$ cat config.mk
export PLATFORM = sky130hd
export DESIGN_NAME = aes_mix
export DESIGN_NICKNAME = d
export VERILOG_FILES = /design/src/hdl/aes128_single_round_defines.svh /design/src/hdl/aes_pkg.sv /design/src/hdl/aes_mix.sv
export SDC_FILE = /design/constraint.sdc
export NUM_CORES = 1
export LEC_CHECK = 0
export ABC_AREA = 1
export BUFFER_PORTS_ARGS = -buffer_cell sky130_fd_sc_hd__buf_2
export CELL_PAD_IN_SITES_DETAIL_PLACEMENT = 2
export CELL_PAD_IN_SITES_GLOBAL_PLACEMENT = 2
export CORE_ASPECT_RATIO = 1.4
export CORE_UTILIZATION = 22
export DETAILED_ROUTE_END_ITERATION = 6
export GPL_TIMING_DRIVEN = 0
export PLACE_DENSITY = 0.95
export SLEW_MARGIN = 10
export SYNTH_ARGS = -nofsm -noshare
export SYNTH_HDL_FRONTEND = slang
export SYNTH_SLANG_ARGS = --single-unit
$ cat constraint.sdc
create_clock -name vclk -period 1.45
set_clock_uncertainty 0.05 [all_clocks]
set_input_delay 0.29 -clock vclk [all_inputs]
set_output_delay 0.29 -clock vclk [all_outputs]
set_load 0.02 [all_outputs]
$ cat src/hdl/aes128_single_round_defines.svh
// assertion macros for the aes128 single round block
`ifndef AES128_SINGLE_ROUND_DEFINES_SVH
`define AES128_SINGLE_ROUND_DEFINES_SVH
`ifndef SYNTHESIS
`define AES_ASSERT(label, clk, rst_n, prop) \
	label: assert property (@(posedge clk) disable iff (!rst_n) prop) else $error("%m failed");
`define AES_ASSERT_NEXT(label, clk, rst_n, a, b) \
	label: assert property (@(posedge clk) disable iff (!rst_n) (a) |=> (b)) else $error("%m failed");
`else
`define AES_ASSERT(label, clk, rst_n, prop)
`define AES_ASSERT_NEXT(label, clk, rst_n, a, b)
`endif
`endif

$ cat src/hdl/aes_pkg.sv
// types, tables and byte functions for the aes128 single round block
package aes_pkg;
	typedef struct packed {
		logic [63:0] state_hi;
		logic [63:0] state_lo;
		logic [63:0] key0_hi;
		logic [63:0] key0_lo;
		logic [63:0] key1_hi;
		logic [63:0] key1_lo;
		logic        key_mode;
	} in_beat_t;

	typedef struct packed {
		logic [63:0] result_hi;
		logic [63:0] result_lo;
		logic [63:0] next_key_hi;
		logic [63:0] next_key_lo;
	} out_beat_t;

	localparam logic KEY_MODE_DERIVE = 1'b0;

	localparam logic [7:0] SBOX [256] = '{
	8'h63,8'h7c,8'h77,8'h7b,8'hf2,8'h6b,8'h6f,8'hc5,8'h30,8'h01,8'h67,8'h2b,8'hfe,8'hd7,8'hab,8'h76,
	8'hca,8'h82,8'hc9,8'h7d,8'hfa,8'h59,8'h47,8'hf0,8'had,8'hd4,8'ha2,8'haf,8'h9c,8'ha4,8'h72,8'hc0,
	8'hb7,8'hfd,8'h93,8'h26,8'h36,8'h3f,8'hf7,8'hcc,8'h34,8'ha5,8'he5,8'hf1,8'h71,8'hd8,8'h31,8'h15,
	8'h04,8'hc7,8'h23,8'hc3,8'h18,8'h96,8'h05,8'h9a,8'h07,8'h12,8'h80,8'he2,8'heb,8'h27,8'hb2,8'h75,
	8'h09,8'h83,8'h2c,8'h1a,8'h1b,8'h6e,8'h5a,8'ha0,8'h52,8'h3b,8'hd6,8'hb3,8'h29,8'he3,8'h2f,8'h84,
	8'h53,8'hd1,8'h00,8'hed,8'h20,8'hfc,8'hb1,8'h5b,8'h6a,8'hcb,8'hbe,8'h39,8'h4a,8'h4c,8'h58,8'hcf,
	8'hd0,8'hef,8'haa,8'hfb,8'h43,8'h4d,8'h33,8'h85,8'h45,8'hf9,8'h02,8'h7f,8'h50,8'h3c,8'h9f,8'ha8,
	8'h51,8'ha3,8'h40,8'h8f,8'h92,8'h9d,8'h38,8'hf5,8'hbc,8'hb6,8'hda,8'h21,8'h10,8'hff,8'hf3,8'hd2,
	8'hcd,8'h0c,8'h13,8'hec,8'h5f,8'h97,8'h44,8'h17,8'hc4,8'ha7,8'h7e,8'h3d,8'h64,8'h5d,8'h19,8'h73,
	8'h60,8'h81,8'h4f,8'hdc,8'h22,8'h2a,8'h90,8'h88,8'h46,8'hee,8'hb8,8'h14,8'hde,8'h5e,8'h0b,8'hdb,
	8'he0,8'h32,8'h3a,8'h0a,8'h49,8'h06,8'h24,8'h5c,8'hc2,8'hd3,8'hac,8'h62,8'h91,8'h95,8'he4,8'h79,
	8'he7,8'hc8,8'h37,8'h6d,8'h8d,8'hd5,8'h4e,8'ha9,8'h6c,8'h56,8'hf4,8'hea,8'h65,8'h7a,8'hae,8'h08,
	8'hba,8'h78,8'h25,8'h2e,8'h1c,8'ha6,8'hb4,8'hc6,8'he8,8'hdd,8'h74,8'h1f,8'h4b,8'hbd,8'h8b,8'h8a,
	8'h70,8'h3e,8'hb5,8'h66,8'h48,8'h03,8'hf6,8'h0e,8'h61,8'h35,8'h57,8'hb9,8'h86,8'hc1,8'h1d,8'h9e,
	8'he1,8'hf8,8'h98,8'h11,8'h69,8'hd9,8'h8e,8'h94,8'h9b,8'h1e,8'h87,8'he9,8'hce,8'h55,8'h28,8'hdf,
	8'h8c,8'ha1,8'h89,8'h0d,8'hbf,8'he6,8'h42,8'h68,8'h41,8'h99,8'h2d,8'h0f,8'hb0,8'h54,8'hbb,8'h16
	};

	localparam logic [7:0] RCON [16] = '{
	8'h00,8'h01,8'h02,8'h04,8'h08,8'h10,8'h20,8'h40,
	8'h80,8'h1b,8'h36,8'h00,8'h00,8'h00,8'h00,8'h00
	};

	// byte i of a 128-bit word, byte 0 in the top bits
	function automatic logic [7:0] byte_of(input logic [127:0] w, input int i);
		return w[127 - 8*i -: 8];
	endfunction

	function automatic logic [7:0] xtime(input logic [7:0] a);
		return {a[6:0], 1'b0} ^ (a[7] ? 8'h1b : 8'h00);
	endfunction
endpackage

$ cat src/hdl/aes_mix.sv
// mixcolumns over all four columns of a 128-bit state
module aes_mix (
	input  logic [127:0] din,
	output logic [127:0] dout
);
	// each column mixes on its own
	always_comb begin
		logic [7:0] a0, a1, a2, a3, all;
		dout = '0;
		for (int c = 0; c < 4; c++) begin
			a0 = aes_pkg::byte_of(din, 4*c);
			a1 = aes_pkg::byte_of(din, 4*c+1);
			a2 = aes_pkg::byte_of(din, 4*c+2);
			a3 = aes_pkg::byte_of(din, 4*c+3);
			all = a0 ^ a1 ^ a2 ^ a3;
			dout[127 - 32*c -: 8]      = a0 ^ all ^ aes_pkg::xtime(a0 ^ a1);
			dout[127 - 32*c - 8 -: 8]  = a1 ^ all ^ aes_pkg::xtime(a1 ^ a2);
			dout[127 - 32*c - 16 -: 8] = a2 ^ all ^ aes_pkg::xtime(a2 ^ a3);
			dout[127 - 32*c - 24 -: 8] = a3 ^ all ^ aes_pkg::xtime(a3 ^ a0);
		end
	end
endmodule

==> results of run 1 <==
## cells in the mapped netlist (all sizes together)
master / count / share of area [%]
xnor2: 58 / 8.2
nand2: 1088 / 61
nor2: 6 / 0.33
buf: 17 / 1.9
nand3: 111 / 8.1
nand3b: 1 / 0.11
inv: 212 / 12
xor2: 62 / 8.3
nand4: 4 / 0.37
## what timing repair did
item,in CTS
pin swaps,255
cloned,0
buffers inserted,70
resized for setup,992
setup endpoints to repair,127
## cell families after synthesis
logic type	synth area share [%]
xor+xnor	16.5
buf+inv	13.5
simple gates	70.0
## stage by stage
| step | cell area, sq um | TNS, ns | std cells | setup slack [ns] | utilization [%] |
|---|---|---|---|---|---|
| CTS | 12200 | -0.998 | 2253 | -0.0549 | 40.4 |
| detailed placement | 8560 | -20.58 | 2183 | -0.305 | 28.3 |
| global placement | 8560 | -12.36 | 2183 | -0.264 | 28.3 |
| floorplan | 6880 | 0 | 1559 | 0.00222 | - |
==> metrics.txt, run 1 <==
largest net degree at the start of global routing=8; IO Port Bufs=239; io pins=256; Initial Utilization=22.6%; WEP type=output port; hold-fix buffers at CTS=0; Mapped Avg Cell Area=4.38 sq um; post-synthesis sequential area ratio=0%; status=aborted with a tool error; initial antenna violation count=0; Synth Cell Area=6830 sq um; worst_ep grt=dout[51]; DPL Wire Length=30000 um; Final GP Congestion=0.847; Chip Height=210 um; stopping stage=global routing (5_1_grt); post-synthesis cell type count=16; Synth Net Count=1687; row count=75; post-synthesis cell count=1559; Die X=151 um; YS warnings=0; Stop Error=[ERROR DPL-0033] detailed placement checks failed during check placement.
==> run 2, diff against run 1 <==
CELL_PAD_IN_SITES_DETAIL_PLACEMENT = not set   (was 2)
CELL_PAD_IN_SITES_GLOBAL_PLACEMENT = not set   (was 2)
CORE_ASPECT_RATIO = not set   (was 1.4)
CORE_UTILIZATION = 20   (was 22)
PLACE_DENSITY = not set   (was 0.95)
PLACE_DENSITY_LB_ADDON = 0.15   (was not set)
==> metrics.txt, run 2 <==
Post-Place Setup Slack=-0.243 ns (was -0.305 ns); most common cell after layout, fill and taps aside=nand2_1; Starting DRT DRC Count=300; CP Cell Sequence=buf_16 -> clkinv_8 -> nand2_8 -> nand2_8 -> nand2_2 -> nand2_2 -> nand2_1 -> inv_1 -> nor2_2 -> buf_6; post-route cell area=14000 sq um; clock buffers=0; Die X=187 um (was 151 um); cell with the most instances after synthesis=nand2_1 (unchanged); number of global-route vias before repair=8826; largest family of logic cells by synthesized area=simple AND/OR/NAND/NOR gates (unchanged); worst min path class=input port to primary output; Post-Synth XOR/XNOR Area=16.5% (unchanged); post-synthesis adder-cell area fraction=0% (unchanged); Chip Height=187 um (was 210 um); DRT Pass-1 Iters=5; grt total ovfl=0; placed cells=2246 (was 2183); commonest cells after routing, fill and taps aside=nand2_1, nand2_2, buf_6; Yosys top cell area share=58.1% (unchanged); Slew HR=82.0%; Util after Layout=41.7%; final net count=2000; hold wc startpoint=din[39]; P&R area growth vs syn=105%; post-synthesis cell type count=16 (unchanged); post-synthesis sequential area ratio=0% (unchanged); CP Buf/Inv Count=4; slowest stage delay, CP=0.14 ns; Synth Net Count=1687 (unchanged); via-per-instance ratio=4.29; FF+latch area=0 sq um; Max Fclk=670 MHz; final WL=26600 um; Critical Path Start=din[119]; CP arrival=1.15 ns; Static Leak=7.65 nW; core area=33500 sq um; final setup fails=6; Max VDD drop=0.256 mV; Filler Cells Inserted=3484; vias post-DR=9936; Synth Cell Area=6830 sq um (unchanged); Initial Utilization=20.4% (was 22.6%); DRC viols=0; Crit path max-delay family=simple AND/OR/NAND/NOR gates; CP Capture Type=primary output; most frequent cells after synthesis=nand2_1, inv_1, nand3_1 (unchanged); YS warnings=0 (unchanged); ANT nets after route=0; first-pass GRT wire length=40700 um; sequential cells=0; unrepaired setup endpoints after global routing=true; critical path data required time=1.11 ns; multi-input logic area=8860 sq um; Inserted Diodes=0; failing checks=setup timing; DPL Wire Length=20100 um (was 30000 um); Final Worst Setup Slack=-0.0418 ns; Overall Power=6.82 mW; Max Slew Vio Count=0; Fin. Hold Viols=0; Slew @ Worst Pin=0.270 ns; max_cap viols=0; CP Class=input port to primary output; io pins=256 (unchanged); IO Port Bufs=239 (unchanged); Total Routing Usage GR=13.5%; min Tclk post-route=1.49 ns; mux share of post-synthesis cell area=0% (unchanged); largest area contributor in the netlist=nand2_1 (unchanged); Compound-Gate Fraction of Synth Area=0% (unchanged); post-synthesis cell count=1559 (unchanged); Final Non-Filler Cells=2318; Setup TNS=-0.115 ns; Mapped Avg Cell Area=4.38 sq um (unchanged); die area=34900 sq um; area share of and/or/nand/nor cells after synthesis=70.0% (unchanged); Post-Place Cell Area=8640 sq um (was 8560 sq um); PwrDens=487 nW/um^2; routed len/inst=11.5 um; ranking of synthesized cells by area=nand2_1, inv_1, nand3_1 (unchanged); initial antenna violation count=0; Final GP Congestion=0.833 (was 0.847); row count=67 (was 75); Final period util=103%; share of layout cells above drive strength 1=56.3%; largest net degree at the start of global routing=8; hold_ws=0.944 ns; CP Max Fanout=7; startpoint types=input port; slowest cell on the critical path=buf_16; status=finished, violations left (was aborted with a tool error)
run 2: logic make-up (layout without fill, tap and decap cells):
| logic type | Yosys count | in the layout |
|---|---|---|
| and+or+nand+nor | 1210 | 1210 |
| buffers and inverters | 229 | 540 |
| xor gates and xnor gates | 120 | 120 |
run 2: final timing paths:
path                         to  slack [ns]  depth (start not counted)
worst max-delay path  dout[119]       -0.04                         10
worst min-delay path   dout[47]        0.94                          5
run 2: cell type report:
class	count	share of cell area [%]
plain buffers	17	2.24
multi-input cells	1330	63.4
inverters	212	8.33
well taps	448	4.01
repair buffers	311	22.1
run 2: repair_timing:
action	4_1_cts	5_1_grt
resized for setup	577	915
hold buffers	0	0
pin swaps	115	321
setup buffers	36	36
endpoints found under the setup margin	123	128
gates cloned	0	0
run 2: report_power, final:
group,switching [mW],internal (mW)
logic,3.85,2.97
registers,0,0
clock network,0,0
total,3.85,2.97
run 2: layer usage:
layer	track usage (%)	vias up	share of wire (%)
met5	0	-	0
met4	0.914	0	0.98
met3	1.39	19	3.5
met2	25.0	155	52
met1	17.3	4506	43
li1	-	5256	-
Power figures use the tool's default switching activity.
==> run 3, diff against run 2 <==
BUFFER_PORTS_ARGS = -buffer_cell sky130_fd_sc_hd__buf_4   (was -buffer_cell sky130_fd_sc_hd__buf_2)
CORE_UTILIZATION = 30   (was 20)
SKIP_LAST_GASP = 1   (was not set)
==> metrics.txt, run 3 (synthesis gave the netlist of run 2 again) <==
Post-Place Setup Slack=-0.166 ns (was -0.243 ns); grt total ovfl=0 (unchanged); hold-fix buffers at CTS=0 (unchanged); Chip Height=153 um (was 187 um); Worst Hold End=dout[79] (was dout[47]); critical path data required time=1.11 ns (about the same); Die X=153 um (was 187 um); PwrDens=501 nW/um^2 (was 487 nW/um^2); Fin. Hold Viols=0 (unchanged); DRC viols=0 (unchanged); min Tclk post-route=1.49 ns (about the same); Post-Place Cell Area=9030 sq um (was 8640 sq um); Overall Power=6.71 mW (was 6.82 mW); clock buffers=0 (unchanged); share of layout cells above drive strength 1=52.5% (was 56.3%); Setup TNS=-0.226 ns (was -0.115 ns); die area=23400 sq um (was 34900 sq um); number of global-route vias before repair=8496 (was 8826); vias post-DR=10000 (was 9936); Final period util=103% (about the same); P&R area growth vs syn=96.1% (was 105%); failing checks=setup timing (unchanged); Max VDD drop=0.253 mV (was 0.256 mV); hold_ws=0.957 ns (was 0.944 ns); final WL=26700 um (was 26600 um); Starting DRT DRC Count=323 (was 300); DPL Wire Length=18600 um (was 20100 um); Max Slew Vio Count=0 (unchanged); Util after Layout=60.6% (was 41.7%); Worst Hold Path Cells=5 (unchanged); initial antenna violation count=0 (unchanged); first-pass GRT wire length=37200 um (was 40700 um); Final Non-Filler Cells=2145 (was 2318); final setup fails=14 (was 6); sequential cells=0 (unchanged); Slew @ Worst Pin=0.281 ns (was 0.270 ns); most common cell after layout, fill and taps aside=nand2_1 (unchanged); Total Routing Usage GR=18.4% (was 13.5%); hold wc startpoint=din[71] (was din[39]); Slew HR=81.2% (was 82.0%); status=finished, violations left (unchanged); Initial Utilization=30.9% (was 20.4%); commonest cells after routing, fill and taps aside=nand2_1, nand2_2, buf_4 (was nand2_1, nand2_2, buf_6); io pins=256 (unchanged); Filler Cells Inserted=2052 (was 3484); max_cap viols=0 (unchanged); startpoint types=input port (unchanged); post-route cell area=13400 sq um (was 14000 sq um); Final Worst Setup Slack=-0.0383 ns (was -0.0418 ns); CP Capture Type=primary output (unchanged); Max Fclk=672 MHz (was 670 MHz); CP arrival=1.15 ns (about the same); via-per-instance ratio=4.68 (was 4.29); CP Class=input port to primary output (unchanged); worst min path class=input port to primary output (unchanged); Final GP Congestion=0.859 (was 0.833); FF+latch area=0 sq um (unchanged); IO Port Bufs=239 (unchanged); unrepaired setup endpoints after global routing=true (unchanged); routed len/inst=12.4 um (was 11.5 um); DRT Pass-1 Iters=5 (unchanged); placed cells=2078 (was 2246); core area=22100 sq um (was 33500 sq um); Static Leak=7.50 nW (was 7.65 nW); largest net degree at the start of global routing=8 (unchanged); ANT nets after route=0 (unchanged); row count=54 (was 67); CP Max Fanout=7 (unchanged); Inserted Diodes=0 (unchanged); multi-input logic area=8560 sq um (was 8860 sq um); final net count=1995 (was 2000)
[run 3: worst max-delay path: stages]
cell and delay, ns:
buf_16 0.13, clkinv_8 0.08, nand2_8 0.08, nand2_8 0.08, nand2_2 0.07, nand2_2 0.08
nand2_2 0.06, inv_2 0.03, nor2_2 0.09, buf_6 0.13
[run 3: cell type report]
cell class	count	area share, %
Multi-Input combinational cell	1330	63.9
Timing Repair Buffer	306	22.4
Inverter	212	8.73
Tap cell	280	2.62
Buffer	17	2.34
[run 3: how the worst max path moves through the flow]
stage | start | end | slack, ns
3_3_place_gp | din[126] | dout[102] | -0.16
4_1_cts | din[88] | dout[72] | -0.06
6_report | din[55] | dout[55] | -0.04
5_1_grt | din[63] | dout[55] | -0.09
2_1_floorplan | din[87] | dout[87] | 0.002
3_5_place_dp | din[47] | dout[51] | -0.17
[run 3: metal layers]
metal,GRT usage (%),wire length [um],vias to the layer above
met1,23.2,10600,4547
met3,2.01,1170,30
met4,1.64,290,0
met5,0,0,-
met2,34.3,14600,224
li1,-,-,5241
[run 3: timing repair]
item / in CTS / in global routing
setup buffers: 25 / 42
pin swaps: 80 / 293
gates resized for setup: 307 / 806
endpoints found under the setup margin: 116 / 127
[run 3: power by group]
group          switching [mW]  leakage [nW]  internal, mW
Clock                       0             0             0
Sequential                  0             0             0
Combinational            3.80          7.50          2.91
==> run 4, diff against run 3 <==
SKIP_LAST_GASP = not set   (was 1)
==> metrics.txt, run 4 (synthesis gave the netlist of run 2 again) <==
core area=22100 sq um (unchanged); row count=54 (unchanged); routed len/inst=12.3 um (was 12.4 um); max_cap viols=0 (unchanged); switching part of the total=56.6% (about the same); placed cells=2078 (unchanged); Max VDD drop=0.256 mV (was 0.253 mV); share of layout cells above drive strength 1=52.4% (was 52.5%); DPL Wire Length=18600 um (unchanged); startpoint types=input port (unchanged); Initial Utilization=30.9% (unchanged); P&R area growth vs syn=95.7% (was 96.1%); failing checks=setup timing (unchanged); DRT Pass-1 Iters=5 (unchanged); IO Port Bufs=239 (unchanged); critical path data required time=1.11 ns (about the same); final net count=1993 (was 1995); Slew @ Worst Pin=0.281 ns (about the same); die area=23400 sq um (unchanged); unrepaired setup endpoints after global routing=true (unchanged); Total Routing Usage GR=18.4% (about the same); CP Max Fanout=6 (was 7); Post-Place Cell Area=9030 sq um (unchanged); initial antenna violation count=0 (unchanged); vias post-DR=10000 (about the same); final WL=26300 um (was 26700 um); Clk network pwr share=0% (about the same); Psw=3.79 mW (was 3.80 mW); post-route cell area=13400 sq um (about the same); Util after Layout=60.4% (was 60.6%); sequential cells=0 (unchanged); Starting DRT DRC Count=320 (was 323); most common cell after layout, fill and taps aside=nand2_1 (unchanged); via-per-instance ratio=4.67 (was 4.68); Flop pwr share=0% (about the same); CP arrival=1.15 ns (about the same); grt total ovfl=0 (unchanged); Filler Cells Inserted=2066 (was 2052); PwrDens=501 nW/um^2 (about the same); Final Worst Setup Slack=-0.0364 ns (was -0.0383 ns); largest net degree at the start of global routing=8 (unchanged); multi-input logic area=8530 sq um (was 8560 sq um); Combinational Power Share=100.0% (about the same); commonest cells after routing, fill and taps aside=nand2_1, nand2_2, buf_4 (unchanged); Chip Height=153 um (unchanged); io pins=256 (unchanged); Final GP Congestion=0.859 (unchanged); Die X=153 um (unchanged); Fin. Hold Viols=0 (unchanged); final setup fails=11 (was 14); ANT nets after route=0 (unchanged); Inserted Diodes=0 (unchanged); Final period util=103% (about the same); Static Leak=7.47 nW (was 7.50 nW); min Tclk post-route=1.49 ns (about the same); number of global-route vias before repair=8497 (was 8496); status=finished, violations left (unchanged); Int Power=2.91 mW (about the same); FF+latch area=0 sq um (unchanged); first-pass GRT wire length=37300 um (was 37200 um); CP Class=input port to primary output (unchanged); Max Slew Vio Count=0 (unchanged); clock buffers=0 (unchanged); Final Non-Filler Cells=2143 (was 2145); CP Capture Type=primary output (unchanged); hold-fix buffers at CTS=0 (unchanged); worst min path class=input port to primary output (unchanged); Slew HR=81.2% (unchanged); DRC viols=0 (unchanged); Max Fclk=673 MHz (was 672 MHz)
==> run 4: cell types whose count changed in the layout (fill, tap and decap cells not counted), sizes merged <==
cell / change
buf: -2
==> run 4: timing repair <==
| action | CTS | global route |
|---|---|---|
| cloned | 0 | 0 |
| setup endpoints to repair | 116 | 127 |
| pin swaps | 81 | 287 |
| resized for setup | 317 | 795 |
| buffers inserted | 25 | 40 |
==> run 4: power groups by stage <==
| stage | clock [mW] | sequential, mW | combinational [mW] |
|---|---|---|---|
| global route | 0 | 0 | 7.21 |
| floorplan | 0 | 0 | 2.98 |
| finish | 0 | 0 | 6.69 |
| detailed placement | 0 | 0 | 4.81 |
| CTS | 0 | 0 | 5.35 |
| global placement | 0 | 0 | 4.76 |
==> run 4: layout make-up <==
class	count	share of cell area (%)
multi-input combinational	1330	63.9
tap	280	2.62
timing repair buffer	304	22.4
buffer	17	2.37
inverter	212	8.79
==> run 4: through the flow <==
stage	hold slack, ns	worst slack, ns	TNS (ns)	total power, mW
floorplan	0.746	0.00222	0	2.98
global placement	0.947	-0.159	-7.19	4.76
detailed placement	0.949	-0.166	-8.01	4.81
CTS	0.945	-0.0580	-0.384	5.35
global route	0.976	-0.127	-2.77	7.21
finish	0.949	-0.0364	-0.157	6.69
==> run 4: critical path: stages <==
cell and delay, ns:
buf_12 0.13, xnor2_4 0.25, nand2_1 0.13, nand3_1 0.12, nand2_1 0.07, buf_4 0.15
==> run 4: worst paths after layout <==
path | startpoint | end | slack, ns | cells past startpoint
min | din[9] | dout[1] | 0.95 | 5
max | din[47] | dout[49] | -0.04 | 6
==> run 4: metal layers <==
metal | vias to the layer above | share of wire (%) | track usage (%) | routed length, um
met2 | 218 | 55 | 34.3 | 14400
met3 | 20 | 4.4 | 2.01 | 1160
met1 | 4528 | 40 | 23.3 | 10600
met5 | - | 0 | 0 | 0
met4 | 0 | 0.81 | 1.64 | 214
li1 | 5252 | - | - | -
